<file path="src/hw/rtl/round_robin_task_scheduler_macros.svh">
// Assertion macros shared by the round robin task scheduler RTL.
`ifndef ROUND_ROBIN_TASK_SCHEDULER_MACROS_SVH
`define ROUND_ROBIN_TASK_SCHEDULER_MACROS_SVH

`ifndef NO_ASSERTIONS

`define RRTS_ASSERT(lbl, prop, msg) \
    lbl: assert property (@(posedge aclk) disable iff (!aresetn) prop) else $error(msg);

`define RRTS_ASSERT_IMPL(lbl, ante, cons, msg) \
    lbl: assert property (@(posedge aclk) disable iff (!aresetn) ante |-> cons) else $error(msg);

`define RRTS_ASSERT_NEXT(lbl, ante, cons, msg) \
    lbl: assert property (@(posedge aclk) disable iff (!aresetn) ante |=> cons) else $error(msg);

`else

`define RRTS_ASSERT(lbl, prop, msg)

`define RRTS_ASSERT_IMPL(lbl, ante, cons, msg)

`define RRTS_ASSERT_NEXT(lbl, ante, cons, msg)

`endif

`endif

</file>
<file path="src/hw/rtl/rrts_pkg.sv">
// Package with the types and constants of the round robin task scheduler.
package rrts_pkg;

    localparam int TASK_SLOTS_DEF = 8;
    localparam int WAKE_W         = 32;
    localparam int SECS_W         = 16;
    localparam int FUNC_W         = 3;
    localparam int OUT_SLOT_W     = 3;
    localparam int S_TDATA_W      = 16;
    localparam int S_TUSER_W      = FUNC_W;
    localparam int M_FIELDS_W     = 3 * OUT_SLOT_W + 1;
    localparam int M_TDATA_W      = ((M_FIELDS_W + 7) / 8) * 8;
    localparam int M_PAD_W        = M_TDATA_W - M_FIELDS_W;

    typedef enum logic [FUNC_W-1:0] {
        FUNC_TICK     = 3'd0,
        FUNC_SCHEDULE = 3'd1,
        FUNC_SLEEP    = 3'd2,
        FUNC_KILL     = 3'd3,
        FUNC_CREATE   = 3'd4
    } func_t;

    typedef enum logic [1:0] {
        SLOT_DEAD     = 2'd0,
        SLOT_READY    = 2'd1,
        SLOT_RUNNING  = 2'd2,
        SLOT_SLEEPING = 2'd3
    } slot_st_t;

    typedef enum logic [2:0] {
        ST_IDLE,
        ST_SCAN,
        ST_FIN_CUR,
        ST_FIN_PICK,
        ST_OUT
    } fsm_t;

    typedef struct packed {
        logic              st_we;
        slot_st_t          st;
        logic              wk_we;
        logic [WAKE_W-1:0] wk;
    } mem_wr_t;

    typedef struct packed {
        slot_st_t          st;
        logic [WAKE_W-1:0] wk;
    } mem_rd_t;

endpackage

</file>
<file path="src/hw/rtl/rrts_slot_mem.sv">
// Slot table memories for slot state and wake time, with registered reads.
module rrts_slot_mem #(
    parameter int TASK_SLOTS = rrts_pkg::TASK_SLOTS_DEF,
    parameter int SLOT_W     = $clog2(TASK_SLOTS)
) (
    input  logic                 aclk,
    input  logic                 aresetn,
    input  logic                 rd_en,
    input  logic [SLOT_W-1:0]    rd_addr,
    output rrts_pkg::mem_rd_t    rd,
    input  logic [SLOT_W-1:0]    wr_addr,
    input  rrts_pkg::mem_wr_t    wr
);
    import rrts_pkg::*;

    slot_st_t          st_mem [TASK_SLOTS];
    logic [WAKE_W-1:0] wk_mem [TASK_SLOTS];

    logic [TASK_SLOTS-1:0] st_vld_reg;
    logic [TASK_SLOTS-1:0] wk_vld_reg;

    slot_st_t          rd_st_reg;
    logic [WAKE_W-1:0] rd_wk_reg;
    logic              rd_stv_reg;
    logic              rd_wkv_reg;
    logic              rd_zero_reg;

    always_ff @(posedge aclk) begin
        if (wr.st_we) begin
            st_mem[wr_addr] <= wr.st;
        end
        if (wr.wk_we) begin
            wk_mem[wr_addr] <= wr.wk;
        end
        if (rd_en) begin
            rd_st_reg   <= st_mem[rd_addr];
            rd_wk_reg   <= wk_mem[rd_addr];
            rd_stv_reg  <= st_vld_reg[rd_addr];
            rd_wkv_reg  <= wk_vld_reg[rd_addr];
            rd_zero_reg <= (rd_addr == '0);
        end
    end

    always_ff @(posedge aclk) begin
        if (!aresetn) begin
            st_vld_reg <= '0;
            wk_vld_reg <= '0;
        end else begin
            if (wr.st_we) begin
                st_vld_reg[wr_addr] <= 1'b1;
            end
            if (wr.wk_we) begin
                wk_vld_reg[wr_addr] <= 1'b1;
            end
        end
    end

    // An entry never written reads as its reset value.
    always_comb begin
        if (rd_stv_reg) begin
            rd.st = rd_st_reg;
        end else begin
            rd.st = rd_zero_reg ? SLOT_RUNNING : SLOT_DEAD;
        end
        rd.wk = rd_wkv_reg ? rd_wk_reg : '0;
    end

endmodule

</file>
<file path="src/hw/rtl/round_robin_task_scheduler.sv">
// Top level of the round robin task scheduler over a table of task slots.
// Each input transaction carries one event: s_tuser holds the event code (tick,
// schedule, sleep active, kill active, create task) and s_tdata the sleep time.
// Each event yields exactly one output transaction on the m_ channel with the
// active slot, the previous slot, a refused flag and the slot given by create.
// Tick, create and refused events go straight to the output stage on acceptance.
// Schedule, sleep and kill first run a scan; the scan reads the other slots one
// per cycle through the read port of the slot memory, then writes back the old
// active slot and then the new one. When no other slot is ready only the old
// slot is written.
// A new event is accepted from the cycle after the previous result is loaded into
// the output register, so a result may wait there while the next event runs.
// When the receiver stalls, the finished result holds in the output register
// and the following event waits with its result until that register is free.
// Synchronous active-low reset makes slot 0 (idle) running, all other slots
// unused, clears uptime and sets the used slot count to one. No clearing pass
// is needed: per-entry valid bits supply the reset contents.
`include "round_robin_task_scheduler_macros.svh"

module round_robin_task_scheduler #(
    parameter int TASK_SLOTS = rrts_pkg::TASK_SLOTS_DEF
) (
    input  logic                           aclk,
    input  logic                           aresetn,
    input  logic                           s_tvalid,
    output logic                           s_tready,
    // sleep_seconds [15:0]
    input  logic [rrts_pkg::S_TDATA_W-1:0] s_tdata,
    // func [2:0]
    input  logic [rrts_pkg::S_TUSER_W-1:0] s_tuser,
    output logic                           m_tvalid,
    input  logic                           m_tready,
    // active_slot [2:0], previous_slot [5:3], status [6], created_slot [9:7]
    output logic [rrts_pkg::M_TDATA_W-1:0] m_tdata
);
    import rrts_pkg::*;

    localparam int SLOT_W = $clog2(TASK_SLOTS);
    localparam int CNT_W  = $clog2(TASK_SLOTS + 1);
    localparam logic [SLOT_W-1:0] LAST_SLOT = SLOT_W'(TASK_SLOTS - 1);

    fsm_t              state_reg, state_next;
    func_t             func_reg, func_next;
    logic [SLOT_W-1:0] cur_reg, cur_next;
    logic [SLOT_W-1:0] prev_reg, prev_next;
    logic [SLOT_W-1:0] ptr_reg, ptr_next;
    logic [CNT_W-1:0]  rem_reg, rem_next;
    logic              pend_reg, pend_next;
    logic [SLOT_W-1:0] pend_addr_reg, pend_addr_next;
    logic              found_reg, found_next;
    logic [SLOT_W-1:0] pick_reg, pick_next;
    logic [WAKE_W-1:0] wake_reg, wake_next;
    logic              status_reg, status_next;
    logic [SLOT_W-1:0] created_reg, created_next;
    logic [SLOT_W-1:0] active_reg, active_next;
    logic [CNT_W-1:0]  slots_used_reg, slots_used_next;
    logic [WAKE_W-1:0] uptime_reg, uptime_next;
    logic              m_tvalid_reg, m_tvalid_next;
    logic [M_TDATA_W-1:0] m_tdata_reg, m_tdata_next;

    func_t             func;
    logic [WAKE_W:0]   wake_sum;
    logic [WAKE_W-1:0] wake_sat;
    logic              rd_en;
    logic [SLOT_W-1:0] rd_addr;
    mem_rd_t           rd;
    logic [SLOT_W-1:0] wr_addr;
    mem_wr_t           wr;
    logic              issue;
    logic              wakeup;

    rrts_slot_mem #(
        .TASK_SLOTS (TASK_SLOTS),
        .SLOT_W     (SLOT_W)
    ) u_slot_mem (
        .aclk    (aclk),
        .aresetn (aresetn),
        .rd_en   (rd_en),
        .rd_addr (rd_addr),
        .rd      (rd),
        .wr_addr (wr_addr),
        .wr      (wr)
    );

    assign s_tready = (state_reg == ST_IDLE);
    assign m_tvalid = m_tvalid_reg;
    assign m_tdata  = m_tdata_reg;

    assign func     = func_t'(s_tuser);
    assign wake_sum = {1'b0, uptime_reg} + (WAKE_W + 1)'(s_tdata);
    assign wake_sat = wake_sum[WAKE_W] ? '1 : wake_sum[WAKE_W-1:0];
    assign issue    = (rem_reg != '0);
    assign wakeup   = pend_reg && (rd.st == SLOT_SLEEPING) && (rd.wk < uptime_reg)
                      && (pend_addr_reg != '0);

    always_ff @(posedge aclk) begin
        if (!aresetn) begin
            state_reg      <= ST_IDLE;
            active_reg     <= '0;
            slots_used_reg <= CNT_W'(1);
            uptime_reg     <= '0;
            m_tvalid_reg   <= 1'b0;
            pend_reg       <= 1'b0;
            found_reg      <= 1'b0;
            rem_reg        <= '0;
        end else begin
            state_reg      <= state_next;
            active_reg     <= active_next;
            slots_used_reg <= slots_used_next;
            uptime_reg     <= uptime_next;
            m_tvalid_reg   <= m_tvalid_next;
            pend_reg       <= pend_next;
            found_reg      <= found_next;
            rem_reg        <= rem_next;
        end
    end

    always_ff @(posedge aclk) begin
        func_reg      <= func_next;
        cur_reg       <= cur_next;
        prev_reg      <= prev_next;
        ptr_reg       <= ptr_next;
        pend_addr_reg <= pend_addr_next;
        pick_reg      <= pick_next;
        wake_reg      <= wake_next;
        status_reg    <= status_next;
        created_reg   <= created_next;
        m_tdata_reg   <= m_tdata_next;
    end

    always_comb begin
        state_next      = state_reg;
        func_next       = func_reg;
        cur_next        = cur_reg;
        prev_next       = prev_reg;
        ptr_next        = ptr_reg;
        rem_next        = rem_reg;
        pend_next       = pend_reg;
        pend_addr_next  = pend_addr_reg;
        found_next      = found_reg;
        pick_next       = pick_reg;
        wake_next       = wake_reg;
        status_next     = status_reg;
        created_next    = created_reg;
        active_next     = active_reg;
        slots_used_next = slots_used_reg;
        uptime_next     = uptime_reg;
        m_tvalid_next   = m_tvalid_reg;
        m_tdata_next    = m_tdata_reg;
        rd_en           = 1'b0;
        rd_addr         = ptr_reg;
        wr_addr         = '0;
        wr              = '0;

        if (m_tvalid_reg && m_tready) begin
            m_tvalid_next = 1'b0;
        end

        unique case (state_reg)
            ST_IDLE: begin
                if (s_tvalid) begin
                    func_next      = func;
                    prev_next      = active_reg;
                    cur_next       = active_reg;
                    status_next    = 1'b0;
                    created_next   = '0;
                    wake_next      = wake_sat;
                    found_next     = 1'b0;
                    pend_next      = 1'b0;
                    ptr_next       = (active_reg == LAST_SLOT) ? '0 : active_reg + 1'b1;
                    rem_next       = CNT_W'(TASK_SLOTS - 1);
                    state_next     = ST_OUT;
                    unique case (func)
                        FUNC_TICK: begin
                            if (uptime_reg != '1) begin
                                uptime_next = uptime_reg + 1'b1;
                            end
                        end
                        FUNC_SCHEDULE, FUNC_KILL: begin
                            state_next = ST_SCAN;
                        end
                        FUNC_SLEEP: begin
                            if (active_reg == '0) begin
                                status_next = 1'b1;
                            end else begin
                                state_next = ST_SCAN;
                            end
                        end
                        FUNC_CREATE: begin
                            if (slots_used_reg == CNT_W'(TASK_SLOTS)) begin
                                status_next = 1'b1;
                            end else begin
                                created_next    = SLOT_W'(slots_used_reg);
                                wr_addr         = SLOT_W'(slots_used_reg);
                                wr.st_we        = 1'b1;
                                wr.st           = SLOT_READY;
                                wr.wk_we        = 1'b1;
                                wr.wk           = '0;
                                slots_used_next = slots_used_reg + 1'b1;
                            end
                        end
                        default: begin
                            status_next = 1'b1;
                        end
                    endcase
                end
            end

            ST_SCAN: begin
                pend_next = issue;
                if (issue) begin
                    rd_en          = 1'b1;
                    rd_addr        = ptr_reg;
                    pend_addr_next = ptr_reg;
                    ptr_next       = (ptr_reg == LAST_SLOT) ? '0 : ptr_reg + 1'b1;
                    rem_next       = rem_reg - 1'b1;
                end
                if (wakeup) begin
                    wr_addr  = pend_addr_reg;
                    wr.st_we = 1'b1;
                    wr.st    = SLOT_READY;
                end
                if (pend_reg && !found_reg && (wakeup || rd.st == SLOT_READY)) begin
                    found_next = 1'b1;
                    pick_next  = pend_addr_reg;
                end
                if (pend_reg && !issue) begin
                    state_next = ST_FIN_CUR;
                end
            end

            ST_FIN_CUR: begin
                wr_addr  = cur_reg;
                wr.st_we = 1'b1;
                wr.wk_we = (func_reg == FUNC_SLEEP);
                wr.wk    = wake_reg;
                if (!found_reg) begin
                    wr.st      = SLOT_RUNNING;
                    state_next = ST_OUT;
                end else begin
                    case (func_reg)
                        FUNC_SLEEP: wr.st = SLOT_SLEEPING;
                        FUNC_KILL:  wr.st = SLOT_DEAD;
                        default:    wr.st = SLOT_READY;
                    endcase
                    state_next = ST_FIN_PICK;
                end
            end

            ST_FIN_PICK: begin
                wr_addr     = pick_reg;
                wr.st_we    = 1'b1;
                wr.st       = SLOT_RUNNING;
                active_next = pick_reg;
                state_next  = ST_OUT;
            end

            ST_OUT: begin
                if (!m_tvalid_reg || m_tready) begin
                    m_tvalid_next = 1'b1;
                    m_tdata_next  = {M_PAD_W'(0), OUT_SLOT_W'(created_reg), status_reg,
                                     OUT_SLOT_W'(prev_reg), OUT_SLOT_W'(active_reg)};
                    state_next    = ST_IDLE;
                end
            end

            default: begin
                state_next = ST_IDLE;
            end
        endcase
    end

    `RRTS_ASSERT(a_rw_apart, !(rd_en && (wr.st_we || wr.wk_we) && rd_addr == wr_addr), "slot memory read and write hit the same entry")
    `RRTS_ASSERT(a_used_range, slots_used_reg != '0 && slots_used_reg <= CNT_W'(TASK_SLOTS), "used slot count out of range")
    `RRTS_ASSERT_NEXT(a_accept_busy, s_tvalid && s_tready, state_reg != ST_IDLE, "accepted event did not start")
    `RRTS_ASSERT_IMPL(a_pick_other, found_reg, pick_reg != cur_reg, "scan picked the active slot")

endmodule
</file>
<file path="config.mk">
export PLATFORM = sky130hd
export DESIGN_NAME = round_robin_task_scheduler
export DESIGN_NICKNAME = d
export VERILOG_FILES = /design/src/hw/rtl/rrts_pkg.sv /design/src/hw/rtl/rrts_slot_mem.sv /design/src/hw/rtl/round_robin_task_scheduler.sv
export VERILOG_INCLUDE_DIRS = /design/src /design/src/hw/rtl
export SDC_FILE = /design/constraint.sdc
export NUM_CORES = 1
export LEC_CHECK = 0
export ABC_AREA = 1
export BUFFER_PORTS_ARGS = -buffer_cell sky130_fd_sc_hd__buf_2
export CORE_ASPECT_RATIO = 1.5
export CORE_MARGIN = 10
export CORE_UTILIZATION = 63
export DETAILED_ROUTE_END_ITERATION = 10
export PLACE_DENSITY = 0.8
export SYNTH_ARGS = -nofsm -noshare
export SYNTH_HDL_FRONTEND = slang
export SYNTH_SLANG_ARGS = --single-unit
</file>
<file path="constraint.sdc">
create_clock -name aclk -period 4.72 [get_ports aclk]
set_input_delay 0.472 -clock aclk [delete_from_list [all_inputs] [get_ports aclk]]
set_output_delay 0.472 -clock aclk [all_outputs]
set_load 0.02 [all_outputs]
</file>
==> results.cfg <==
[route]
vias = 13400
wirelength_um = 43300
first_pass_iters = 5
vias_per_cell = 5.89
wire_per_inst_um = 19.0
ant_nets = 0
drt_drc_violations_left = 0
initialDrtViolationCount = 1569

[worst_hold_path]
hp-class = input pin to flip-flop

[timing]
tns_ns = 0
rsz0062_at_grt = no
post-route-min-period_ns = 3.88
worst_pin_slew_ns = 1.07
fmax_mhz = 258
setup_viol = 0
fin_crit_sh = 0.822
hold_violations = 0
worst_clock_skew_ns = 0.0218
max_slew_margin = 0.284
slew_violations = 0

[setup_path]
r2r_end = u_slot_mem.wk_mem[7][10]
critical_path.endpoint = u_slot_mem.wk_mem[7][10]
crit_type = flip-flop to flip-flop
cp.required_ns = 4.90
worst-path-max-fanout = 32
cp-end-kind = flip-flop
critPathArrivalTime_ns = 4.06
reg2reg_from = u_slot_mem.rd_wkv_reg
rrSetupSlack_ns = 0.84
crit_start = u_slot_mem.rd_wkv_reg
cp-start-kind = flip-flop
rr_worst_depth = 18

[power]
p_int_mw = 6.33
combPwrFrac = 0.085
powerDensity_nw_per_um2 = 392
ir_drop_mv = 0.265
p_leak_nw = 7.72
p_seq_frac = 0.522
pwr-share-clk = 0.392
power.switching_mw = 1.91
swShare = 0.232

[clock_network]
hold_buffers = 0
clkLatencyLatePin_ns = 0.56
cts_setup_buffers = 0
htree_levels = 2
cts_sinks = 434
clk_path_buf_depth = 3
cts.clk_slew.worst_paths_ns = 0.06
cts_buffers = 39
cts_resized = 0
cts_root_buf = clkbuf_16
cts_tree = built

[placed_design]
dp_hpwl_um = 26500
dp.cells = 2210
port_buffers = 34
gp_congestion = 0.888

[finish]
largest-register = u_slot_mem.wk_mem
drive_gt1_frac = 0.0793
fin_util = 0.696
diodes = 0
final_cells = 2280
largest_register_ffs = 256
syn_to_final_growth_pct = 9.66
nets = 1932

[global_routing]
met1_usage = 0.267
grt_most_used_layer = met2
grt_pass1_vias = 13500
gr-usage-met3 = 0.0305
antenna_found_initial = 0
met2_usage = 0.401
grt_usage = 0.226
grt_pass1_wl_um = 67900
grt_max_degree = 111
global_route.overflow_total = 0

[synthesis]
post-synth-top-area-cell = edfxtp_1
async_flop_share = 0
synth-seq-area-share = 0.647
synth.most_common_cell = edfxtp_1
synthTopCellsByCount = edfxtp_1 (369), nor2_1 (322), inv_1 (205), o21ai_0 (194), nand2_1 (188)
synth_top_cell_area_share = 0.579
syn_area_um2 = 19100
synth_area_leaders = edfxtp_1 (58%), dfxtp_1 (6.8%), nor2_1 (6.3%)
synth_cells = 1824
avgSynthCellArea_um2 = 10.5
ys.flop_type = edfxtp_1
yosysUniqueCellTypes = 47
synth-seq-cells = 434
ys.warnings.count = 0
synth-edff-count = 369

[floorplanning]
design.portCount = 41
row_count = 78
die_h_um = 234
chipWidth_um = 162
start_util = 0.635
die-area_um2 = 37900
core-area_um2 = 30200

[outcome]
run_status = complete, no violations

[job]
max_cap_viol_count = 0
[metal layers]
layer / up-vias / wire (um) / share of wire
li1: 6341 / - / -
met1: 6427 / 16600 / 0.38
met2: 565 / 22300 / 0.51
met3: 91 / 3190 / 0.074
met4: 0 / 1290 / 0.030
met5: - / 0 / 0
[power groups by stage]
| stage | Sequential (mW) | Clock, mW | Combinational, mW |
|---|---|---|---|
| CTS | 4.30 | 3.25 | 0.699 |
| global placement | 4.38 | 0 | 0.665 |
| floorplan | 4.37 | 0 | 0.490 |
| global route | 4.31 | 3.42 | 0.789 |
| detailed placement | 4.38 | 0 | 0.690 |
| finish | 4.30 | 3.23 | 0.704 |
[cells by family (layout without fill, tap and decap cells)]
| group | Yosys count | after routing | share of synthesized area |
|---|---|---|---|
| compound gates | 385 | 385 | 0.108 |
| other cells | 1 | 6 | 0.000196 |
| flops | 434 | 434 | 0.647 |
| fa+ha+maj | 58 | 58 | 0.0383 |
| simple gates | 646 | 646 | 0.144 |
| buf+inv | 291 | 342 | 0.0588 |
| xor+xnor | 9 | 9 | 0.00412 |
[worst max-delay path, cell delays in order, from the launching register on]
cell,delay [ns]
edfxtp_1,0.84
buf_4,0.31
nand2_1,0.06
inv_1,0.06
ha_1,0.24
nand2_1,0.09
inv_1,0.05
nand3_1,0.09
inv_1,0.05
a21oi_1,0.15
nand2_1,0.11
nand2_1,0.15
nand4_1,0.09
nand2_1,0.23
inv_2,0.11
nor2_1,0.25
nand2_1,0.11
inv_1,0.06
buf_4,0.40
[how the worst min path moves through the flow]
stage,depth (start not counted),slack (ns),startpoint,to
final,1,0.13,s_tuser[1],func_reg[1]
after global routing,1,0.12,s_tuser[1],func_reg[1]
after CTS,1,0.12,s_tuser[1],func_reg[1]
after detailed placement,0,0.41,created_reg[1],m_tdata[8]
after global placement,0,0.41,created_reg[1],m_tdata[8]
after floorplan,0,0.40,status_reg,m_tdata[6]
[per-stage QoR]
stage | setup slack [ns] | hold WS [ns] | power (mW) | area [um2]
2_1_floorplan | 1.27 | 0.400 | 4.86 | 19200
5_1_grt | 0.492 | 0.120 | 8.51 | 21000
6_report | 0.841 | 0.133 | 8.24 | 21000
3_5_place_dp | 0.877 | 0.408 | 5.07 | 19700
3_3_place_gp | 1.01 | 0.406 | 5.05 | 19700
4_1_cts | 0.879 | 0.124 | 8.25 | 21000
[layout make-up]
type                       instances  area (um2)
inverter                         216         815
sequential                       434       12400
multi-input combinational       1104        5660
clock buffer                      50        1060
timing repair buffer              56         335
clock inverter                    20         240
fill                            2027        9160
tap                              400         500
[placed cells by master, fill, tap and decap left out, types with 3 or more instances in the layout]
| master | n |
|---|---|
| a31oi_1 | 39 |
| o21a_1 | 5 |
| buf_2 | 34 |
| o21ai_0 | 194 |
| or2_2 | 8 |
| a21oi_1 | 96 |
| ha_1 | 57 |
| clkbuf_16 | 40 |
| nor4_1 | 6 |
| clkinv_1 | 8 |
| nand4_1 | 22 |
| nor3_1 | 30 |
| conb_1 | 6 |
| clkbuf_1 | 8 |
| o21bai_1 | 4 |
| nor3_2 | 3 |
| nor2_4 | 5 |
| dfxtp_1 | 65 |
| nor2_2 | 3 |
| nand2_1 | 188 |
| nor2_1 | 321 |
| edfxtp_1 | 369 |
| buf_4 | 22 |
| clkinv_2 | 6 |
| o22ai_1 | 35 |
| xor2_1 | 7 |
| inv_2 | 8 |
| inv_1 | 204 |
| bufinv_16 | 5 |
| nand3_1 | 50 |
(Power assumes the default switching activity.)
